[src/rtl/core/twr_tof_pkg.sv]
package twr_tof_pkg;

    localparam int TS_BITS    = 40;
    localparam int SKEW_BITS  = 32;
    localparam int SKEW_SHIFT = 40;
    localparam int OUT_BITS   = 56;
    localparam int FUNC_BITS  = 2;

    localparam logic [FUNC_BITS-1:0] FUNC_SINGLE = 2'd0;
    localparam logic [FUNC_BITS-1:0] FUNC_DOUBLE = 2'd1;

    localparam logic [OUT_BITS-1:0] POS_LIMIT = {1'b0, {(OUT_BITS-1){1'b1}}};
    localparam logic [OUT_BITS-1:0] NEG_LIMIT = {1'b1, {(OUT_BITS-1){1'b0}}};

    typedef struct packed {
        logic [FUNC_BITS-1:0]        func;
        logic [TS_BITS-1:0]          request_time;
        logic [TS_BITS-1:0]          response_time;
        logic [TS_BITS-1:0]          receive_time;
        logic [TS_BITS-1:0]          transmit_time;
        logic signed [SKEW_BITS-1:0] clock_skew;
    } tof_req_t;

    typedef struct packed {
        logic signed [OUT_BITS-1:0] flight_time;
        logic                       divide_error;
    } tof_res_t;

endpackage

[src/rtl/core/twr_time_of_flight_top.sv]
// Two-way ranging time of flight.
// Input channel (s_valid/s_ready/s_data) carries one ranging request: mode,
// the four radio timestamps of one exchange and the clock skew. Result
// channel (m_valid/m_ready/m_data) returns one flight time (signed, with
// FRACTION_BITS fraction bits) and a divide-error flag per request.
// Single-sided: (R - D*(1 - skew)) / 2. Double-sided: (R1*R2 - D1*D2) /
// (R1 + R2 + D1 + D2), frame 1 being the previous request. Timestamps of
// every request are kept as the previous frame, whatever the mode.
// One request at a time: s_ready is high only while the sequencer is idle,
// so a new request waits until the last one has left the sequencer.
// Other modes and a zero double-sided divisor go straight to the result.
// Results come from one shared add/subtract unit: one multiplier bit per
// cycle for each 40-bit product, then one quotient bit per cycle in the
// restoring divider, then round, saturate and negate steps.
// A finished result sits in the output register; the next request is
// accepted while it waits. A new result is held back until m_ready frees it.
// Reset (aresetn low, synchronous) empties the output and clears the
// previous frame to zero.
module twr_time_of_flight_top
    import twr_tof_pkg::*;
#(
    parameter int FRACTION_BITS = 8
) (
    input  logic     aclk,
    input  logic     aresetn,
    input  logic     s_valid,
    output logic     s_ready,
    input  tof_req_t s_data,
    output logic     m_valid,
    input  logic     m_ready,
    output tof_res_t m_data
);

    // accumulator holds the signed numerator, the divider works on its magnitude
    localparam int ACC_W = TS_BITS + SKEW_SHIFT + 2;
    localparam int NUM_W = ACC_W - 1 + FRACTION_BITS;
    localparam int ADD_W = NUM_W + 1;
    localparam int DEN_W = TS_BITS + 2;
    localparam int REM_W = TS_BITS + 3;
    localparam int CNT_W = $clog2(NUM_W);

    localparam logic [3:0] ST_IDLE  = 4'd0;
    localparam logic [3:0] ST_INIT  = 4'd1;
    localparam logic [3:0] ST_MUL_A = 4'd2;
    localparam logic [3:0] ST_MUL_B = 4'd3;
    localparam logic [3:0] ST_ABS   = 4'd4;
    localparam logic [3:0] ST_DIV   = 4'd5;
    localparam logic [3:0] ST_ROUND = 4'd6;
    localparam logic [3:0] ST_INC   = 4'd7;
    localparam logic [3:0] ST_SAT   = 4'd8;
    localparam logic [3:0] ST_NEG   = 4'd9;
    localparam logic [3:0] ST_DONE  = 4'd10;

    logic [3:0]                  state_reg, state_next;
    logic [CNT_W-1:0]            cnt_reg, cnt_next;
    logic [FUNC_BITS-1:0]        func_reg, func_next;
    logic signed [SKEW_BITS-1:0] skew_reg, skew_next;
    logic [TS_BITS-1:0]          r_cur_reg, r_cur_next;
    logic [TS_BITS-1:0]          d_cur_reg, d_cur_next;
    logic [TS_BITS-1:0]          r_prev_reg, r_prev_next;
    logic [TS_BITS-1:0]          d_prev_reg, d_prev_next;
    logic [ACC_W-1:0]            acc_reg, acc_next;
    logic [ACC_W-1:0]            mcand_reg, mcand_next;
    logic [TS_BITS-1:0]          mplr_reg, mplr_next;
    logic [DEN_W-1:0]            den_reg, den_next;
    logic [NUM_W-1:0]            num_reg, num_next;
    logic [REM_W-1:0]            rem_reg, rem_next;
    logic                        neg_reg, neg_next;
    logic                        err_reg, err_next;
    logic                        round_reg, round_next;
    logic                        m_valid_reg, m_valid_next;
    tof_res_t                    m_data_reg, m_data_next;

    // shared add/subtract unit
    logic [ADD_W-1:0] add_a, add_b, add_sum;
    logic             add_sub;

    logic signed [TS_BITS:0] ss_diff;
    logic [REM_W-1:0]        rem_sh;
    logic [ACC_W-1:0]        mag;
    logic [OUT_BITS-1:0]     limit;
    logic                    over;
    logic                    out_free;

    assign add_sum  = add_a + (add_sub ? ~add_b : add_b) + ADD_W'(add_sub);
    assign ss_diff  = $signed({1'b0, r_cur_reg}) - $signed({1'b0, d_cur_reg});
    assign rem_sh   = {rem_reg[REM_W-2:0], num_reg[NUM_W-1]};
    assign mag      = acc_reg[ACC_W-1] ? add_sum[ACC_W-1:0] : acc_reg;
    assign limit    = neg_reg ? NEG_LIMIT : POS_LIMIT;
    assign over     = (|num_reg[NUM_W-1:OUT_BITS]) || (num_reg[OUT_BITS-1:0] > limit);
    assign out_free = !m_valid_reg || m_ready;

    assign s_ready = (state_reg == ST_IDLE);
    assign m_valid = m_valid_reg;
    assign m_data  = m_data_reg;

    // operand select for the shared unit
    always_comb begin
        add_a   = '0;
        add_b   = '0;
        add_sub = 1'b0;
        unique case (state_reg)
            ST_MUL_A: begin
                add_a = ADD_W'($signed(acc_reg));
                add_b = ADD_W'($signed(mcand_reg));
            end
            ST_MUL_B: begin
                add_a   = ADD_W'($signed(acc_reg));
                add_b   = ADD_W'($signed(mcand_reg));
                add_sub = 1'b1;
            end
            ST_ABS: begin
                add_b   = ADD_W'($signed(acc_reg));
                add_sub = 1'b1;
            end
            ST_DIV: begin
                add_a   = ADD_W'(rem_sh);
                add_b   = ADD_W'(den_reg);
                add_sub = 1'b1;
            end
            ST_ROUND: begin
                add_a   = ADD_W'({rem_reg, 1'b0});
                add_b   = ADD_W'(den_reg);
                add_sub = 1'b1;
            end
            ST_INC: begin
                add_a = ADD_W'(num_reg);
                add_b = ADD_W'(round_reg);
            end
            ST_NEG: begin
                add_b   = ADD_W'(num_reg);
                add_sub = 1'b1;
            end
            default: begin
                add_a = '0;
            end
        endcase
    end

    // sequencer
    always_comb begin
        state_next   = state_reg;
        cnt_next     = cnt_reg;
        func_next    = func_reg;
        skew_next    = skew_reg;
        r_cur_next   = r_cur_reg;
        d_cur_next   = d_cur_reg;
        r_prev_next  = r_prev_reg;
        d_prev_next  = d_prev_reg;
        acc_next     = acc_reg;
        mcand_next   = mcand_reg;
        mplr_next    = mplr_reg;
        den_next     = den_reg;
        num_next     = num_reg;
        rem_next     = rem_reg;
        neg_next     = neg_reg;
        err_next     = err_reg;
        round_next   = round_reg;
        m_valid_next = m_valid_reg;
        m_data_next  = m_data_reg;

        if (m_valid_reg && m_ready) begin
            m_valid_next = 1'b0;
        end

        unique case (state_reg)
            ST_IDLE: begin
                if (s_valid) begin
                    func_next  = s_data.func;
                    skew_next  = s_data.clock_skew;
                    r_cur_next = s_data.response_time - s_data.request_time;
                    d_cur_next = s_data.transmit_time - s_data.receive_time;
                    state_next = ST_INIT;
                end
            end
            ST_INIT: begin
                neg_next = 1'b0;
                err_next = 1'b0;
                num_next = '0;
                cnt_next = CNT_W'(TS_BITS - 1);
                if (func_reg == FUNC_SINGLE) begin
                    // start from (R - D) << 40, then add D * skew
                    acc_next   = ACC_W'(ss_diff) << SKEW_SHIFT;
                    mcand_next = ACC_W'(skew_reg);
                    mplr_next  = d_cur_reg;
                    den_next   = DEN_W'(1) << (SKEW_SHIFT + 1);
                    state_next = ST_MUL_A;
                end else if (func_reg == FUNC_DOUBLE) begin
                    acc_next   = '0;
                    mcand_next = ACC_W'(r_prev_reg);
                    mplr_next  = r_cur_reg;
                    den_next   = DEN_W'(r_prev_reg) + DEN_W'(r_cur_reg)
                               + DEN_W'(d_prev_reg) + DEN_W'(d_cur_reg);
                    if ((r_prev_reg | r_cur_reg | d_prev_reg | d_cur_reg) == '0) begin
                        err_next   = 1'b1;
                        state_next = ST_DONE;
                    end else begin
                        state_next = ST_MUL_A;
                    end
                end else begin
                    state_next = ST_DONE;
                end
            end
            ST_MUL_A, ST_MUL_B: begin
                if (mplr_reg[0]) begin
                    acc_next = add_sum[ACC_W-1:0];
                end
                mcand_next = mcand_reg << 1;
                mplr_next  = mplr_reg >> 1;
                cnt_next   = cnt_reg - CNT_W'(1);
                if (cnt_reg == '0) begin
                    if (state_reg == ST_MUL_A && func_reg == FUNC_DOUBLE) begin
                        // second product is subtracted
                        mcand_next = ACC_W'(d_prev_reg);
                        mplr_next  = d_cur_reg;
                        cnt_next   = CNT_W'(TS_BITS - 1);
                        state_next = ST_MUL_B;
                    end else begin
                        state_next = ST_ABS;
                    end
                end
            end
            ST_ABS: begin
                neg_next   = acc_reg[ACC_W-1];
                num_next   = NUM_W'(mag[ACC_W-2:0]) << FRACTION_BITS;
                rem_next   = '0;
                cnt_next   = CNT_W'(NUM_W - 1);
                state_next = ST_DIV;
            end
            ST_DIV: begin
                if (!add_sum[ADD_W-1]) begin
                    rem_next = add_sum[REM_W-1:0];
                end else begin
                    rem_next = rem_sh;
                end
                num_next = {num_reg[NUM_W-2:0], !add_sum[ADD_W-1]};
                cnt_next = cnt_reg - CNT_W'(1);
                if (cnt_reg == '0) begin
                    state_next = ST_ROUND;
                end
            end
            ST_ROUND: begin
                // round half away from zero: bump when 2*rem >= den
                round_next = !add_sum[ADD_W-1];
                state_next = ST_INC;
            end
            ST_INC: begin
                num_next   = add_sum[NUM_W-1:0];
                state_next = ST_SAT;
            end
            ST_SAT: begin
                if (over) begin
                    num_next = NUM_W'(limit);
                end
                state_next = ST_NEG;
            end
            ST_NEG: begin
                if (neg_reg) begin
                    num_next = add_sum[NUM_W-1:0];
                end
                state_next = ST_DONE;
            end
            ST_DONE: begin
                if (out_free) begin
                    m_valid_next             = 1'b1;
                    m_data_next.flight_time  = num_reg[OUT_BITS-1:0];
                    m_data_next.divide_error = err_reg;
                    r_prev_next              = r_cur_reg;
                    d_prev_next              = d_cur_reg;
                    state_next               = ST_IDLE;
                end
            end
            default: begin
                state_next = ST_IDLE;
            end
        endcase
    end

    always_ff @(posedge aclk) begin
        if (!aresetn) begin
            state_reg   <= ST_IDLE;
            m_valid_reg <= 1'b0;
            r_prev_reg  <= '0;
            d_prev_reg  <= '0;
        end else begin
            state_reg   <= state_next;
            m_valid_reg <= m_valid_next;
            r_prev_reg  <= r_prev_next;
            d_prev_reg  <= d_prev_next;
        end
    end

    always_ff @(posedge aclk) begin
        cnt_reg    <= cnt_next;
        func_reg   <= func_next;
        skew_reg   <= skew_next;
        r_cur_reg  <= r_cur_next;
        d_cur_reg  <= d_cur_next;
        acc_reg    <= acc_next;
        mcand_reg  <= mcand_next;
        mplr_reg   <= mplr_next;
        den_reg    <= den_next;
        num_reg    <= num_next;
        rem_reg    <= rem_next;
        neg_reg    <= neg_next;
        err_reg    <= err_next;
        round_reg  <= round_next;
        m_data_reg <= m_data_next;
    end

endmodule
[config.mk]
export PLATFORM = sky130hd
export DESIGN_NAME = twr_time_of_flight_top
export DESIGN_NICKNAME = d
export VERILOG_FILES = /design/src/rtl/core/twr_tof_pkg.sv /design/src/rtl/core/twr_time_of_flight_top.sv
export SDC_FILE = /design/constraint.sdc
export NUM_CORES = 2
export LEC_CHECK = 0
export ABC_AREA = 1
export BUFFER_PORTS_ARGS = -buffer_cell sky130_fd_sc_hd__buf_4
export CORE_MARGIN = 10
export CORE_UTILIZATION = 58
export CTS_BUF_LIST = sky130_fd_sc_hd__clkbuf_16
export DETAILED_ROUTE_END_ITERATION = 10
export PLACE_DENSITY = 0.86
export RECOVER_POWER = 50
export SYNTH_ARGS = -nofsm -noshare
export SYNTH_HDL_FRONTEND = slang
export SYNTH_SLANG_ARGS = --single-unit
[constraint.sdc]
create_clock -name aclk -period 16.9 [get_ports aclk]
set_clock_uncertainty 0.2 [all_clocks]
set_input_delay 3.38 -clock aclk [delete_from_list [all_inputs] [get_ports aclk]]
set_output_delay 3.38 -clock aclk [all_outputs]
set_load 0.01 [all_outputs]
==> impl_metrics.env <==
export IMPL_status="complete, but fails checks"
export IMPL_failed_checks="max-capacitance violations, max-slew violations"
export IMPL_fillers=7252
export IMPL_cts_resized=0
export IMPL_maxCapViolCount=15
export IMPL_cts_hold_buf=0
export IMPL_cts_htree_levels=3
export IMPL_syn_to_final_growth_pct=10.87
export IMPL_ys_flop_type="edfxtp_1"
export IMPL_crit_path_start_kind="flip-flop"
export IMPL_synth_edf_count=559
export IMPL_layout_common_cells="1162 x nand2_1, 889 x inv_1, 696 x nor2_1, 559 x edfxtp_1, 540 x o21ai_0"
export IMPL_grt_overflow_total=0
export IMPL_path_depth=21
export IMPL_yosysWarnings=0
export IMPL_hold_class="flip-flop to flip-flop"
export IMPL_hpwlAfterDp_um=156100
export IMPL_cp_cell_sequence="nor2_1 -> inv_1 -> nor2_4 -> clkbuf_1 -> inv_1 -> clkbuf_1 -> o211ai_1 -> xor2_1 -> ha_1 -> a21oi_1 -> o21ai_0 -> o21bai_1 -> a21oi_1 -> o21ai_0 -> a21oi_1 -> nand3b_1 -> nand2_2 -> buf_4 -> inv_4 -> nor2_1 -> nor2_1"
export IMPL_final_seq_area_sq_um=18490
export IMPL_finalCritPeriodShare=0.6415
export IMPL_cts_buffers=72
export IMPL_wl_met3_um=30320
export IMPL_initial_core_util=0.5859
export IMPL_power_w=0.01004
export IMPL_clock_latency_ps=670
export IMPL_antenna_left=0
export IMPL_r2r_start="state_reg[1]$_SDFFE_PN0P_"
export IMPL_syn_area_sq_um=49110
export IMPL_required_ps=17110
export IMPL_setup_viol=0
export IMPL_p_per_area_nw_per_um2=184.4
export IMPL_final_nets=7030
export IMPL_clock_sinks=644
export IMPL_gr_usage_all_layers=0.4014
export IMPL_wl_per_cell_um=26.53
export IMPL_vias_per_cell=6.488
export IMPL_path_class="flip-flop to flip-flop"
export IMPL_whs_path_depth=0
export IMPL_die_area_sq_um=96710
export IMPL_clk_pin_slew_worst_paths_ps=70
export IMPL_cts_setup_buffers=0
export IMPL_num_rows=106
export IMPL_first_pass_iters=9
export IMPL_multi_input_area_sq_um=26530
export IMPL_grt_pass1_vias=47345
export IMPL_period_needed_ps=10840
export IMPL_wl_met2_um=86400
export IMPL_drt_iter0_markers=7614
export IMPL_num_io_pins=257
export IMPL_port_buffers=256
export IMPL_syn_num_nets=6847
export IMPL_clockBufferDepth=3
export IMPL_tightest_slew_ps=6257
export IMPL_cts_tree="done"
export IMPL_min_to="m_data[0]$_DFFE_PP_"
export IMPL_vdd_drop_max_v=0.0001816
export IMPL_critical_path_endpoint_type="flip-flop"
export IMPL_vias=49572
export IMPL_yosysSeqAreaShare=0.3765
export IMPL_drcViolationCount=0
export IMPL_p_leak_nw=23.40
export IMPL_cp_slowest_cell="clkbuf_1"
export IMPL_synth_distinct_cells=54
export IMPL_antenna_found_initial=11
export IMPL_critPathMaxStageDelay_ps=1810
export IMPL_rsz0062_at_grt="no"
export IMPL_synth_seq_cells=644
export IMPL_core_area_sq_um=83820
export IMPL_finalSetupTns_ps=0
export IMPL_routed_wl_um=202700
export IMPL_crit_path_max_fanout=57
export IMPL_slew_viol_final=843
export IMPL_fmax_ghz=0.09224
export IMPL_gp_congestion=1.109
export IMPL_wl_met1_um=71540
export IMPL_grt_max_degree=137
export IMPL_final_layout_size_suffix_gt1_frac=0.06827
export IMPL_hold_viol=0
export IMPL_cts_root_buf="clkbuf_16"
export IMPL_path_delay_family="buffers and inverters"
export IMPL_avgSynthCellArea_sq_um=7.843
export IMPL_crit_buf_inv=6
export IMPL_mostFrequentLayoutCell="nand2_1"
export IMPL_grt_first_pass_wirelength_um=297500
export IMPL_largest_reg_flops=89
export IMPL_synth_cells=6261
export IMPL_async_flop_share=0
export IMPL_cp_arrival_ps=11050
export IMPL_holdCritStartpoint="err_reg$_SDFFCE_PP0P_"
export IMPL_dieHeight_um=311.0
export IMPL_die_w_um=311.0
export IMPL_timing_rr_end="rem_reg[20]$_SDFFCE_PP0P_"
export IMPL_maxUsedRoutingLayer="met5"
export IMPL_r2r_cells=21
export IMPL_reg2reg_setup_slack_ps=6060
export IMPL_slew_headroom=-3.172
worst max path at each step:
| stage | start | endpoint | slack (ps) |
|---|---|---|---|
| after floorplan | s_valid | d_cur_reg[0]$_DFFE_PP_ | 4870 |
| after global placement | state_reg[1]$_SDFFE_PN0P_ | rem_reg[36]$_SDFFCE_PP0P_ | 10160 |
| after detailed placement | state_reg[1]$_SDFFE_PN0P_ | rem_reg[16]$_SDFFCE_PP0P_ | 9930 |
| after CTS | state_reg[1]$_SDFFE_PN0P_ | rem_reg[20]$_SDFFCE_PP0P_ | 9860 |
| after global routing | state_reg[1]$_SDFFE_PN0P_ | rem_reg[18]$_SDFFCE_PP0P_ | 6380 |
| final | state_reg[1]$_SDFFE_PN0P_ | rem_reg[20]$_SDFFCE_PP0P_ | 6060 |
routing by layer:
| metal | vias to the layer above | GRT usage |
|---|---|---|
| met3 | 840 | 0.1345 |
| li1 | 21882 | - |
| met4 | 24 | 0.2256 |
| met5 | - | 0.008073 |
| met2 | 3890 | 0.6101 |
| met1 | 22936 | 0.4962 |
power by group:
part | internal (W) | switching [W] | total [W]
registers | 0.00263 | 0.000498 | 0.00313
clock network | 0.000914 | 0.000719 | 0.00163
logic | 0.00150 | 0.00378 | 0.00528
total | 0.00504 | 0.00500 | 0.0100
final cells by class:
| type | count | area share |
|---|---|---|
| Clock inverter | 62 | 0.01135 |
| Clock buffer | 72 | 0.03309 |
| Tap cell | 1134 | 0.02606 |
| Multi-Input combinational cell | 4528 | 0.4872 |
| Antenna cell | 2 | 0.00009192 |
| Sequential cell | 644 | 0.3396 |
| Inverter | 893 | 0.06164 |
| Timing Repair Buffer | 305 | 0.04098 |
worst register-to-register path, stage by stage, from the launching register on:
cell and delay, ps:
dfxtp_1 400, nor2_1 420, inv_1 250, nor2_4 130, clkbuf_1 1810, inv_1 1520, clkbuf_1 1440, o211ai_1 720
xor2_1 400, ha_1 390, a21oi_1 250, o21ai_0 160, o21bai_1 220, a21oi_1 350, o21ai_0 200, a21oi_1 200
nand3b_1 120, nand2_2 100, buf_4 570, inv_4 390, nor2_1 260, nor2_1 70
metrics by stage:
stage	cells	worst slack [ps]	hold WS, ps	instance area (sq um)	utilization
after detailed placement	7504	9932	271.4	52160	0.6223
after global placement	7504	10160	275.5	52160	0.6223
after global routing	7638	6375	279.9	54440	0.6495
after CTS	7638	9862	280.6	54580	0.6511
after floorplan	6261	4866	200.3	49110	-
final	7640	6059	275.8	54440	0.6495
cell usage after synthesis (all sizes together), types with 7 or more instances:
cell | instances | area [sq um]
a22o | 10 | 87.58
buf | 47 | 220.2
a22oi | 62 | 465.5
dfxtp | 85 | 1702
fa | 84 | 1682
a221oi | 7 | 61.31
nand4 | 61 | 381.6
clkbuf | 149 | 560.5
a31oi | 47 | 294.0
o21ai | 541 | 2719
a21boi | 19 | 142.6
ha | 304 | 3804
nand3 | 180 | 905.9
nor2 | 708 | 2693
inv | 890 | 3343
a211oi | 12 | 90.09
xor2 | 187 | 1638
nor3 | 61 | 305.3
nor4 | 59 | 369.1
o21bai | 28 | 210.2
nand2 | 1173 | 4436
o2111ai | 31 | 271.5
a2111oi | 24 | 210.2
o211ai | 126 | 945.9
o21a | 33 | 247.7
o221ai | 66 | 578.1
edfxtp | 559 | 16790
a21o | 36 | 270.3
nand3b | 13 | 97.59
a21oi | 534 | 2673
o22ai | 46 | 287.8
or2 | 15 | 93.84
xnor2 | 47 | 411.6
cell families (layout without fill, tap and decap cells):
logic type / count (synthesis) / in the layout / share of synthesized area
adder cells (fa/ha/maj): 388 / 388 / 0.1117
AO/OA/AOI/OAI: 1631 / 1631 / 0.1962
AND/OR/NAND/NOR: 2275 / 2275 / 0.1897
XOR/XNOR: 234 / 234 / 0.04173
other: 0 / 2 / 0
flip-flops: 644 / 644 / 0.3765
buffers and inverters: 1089 / 1332 / 0.08421
(Power assumes the default switching activity.)
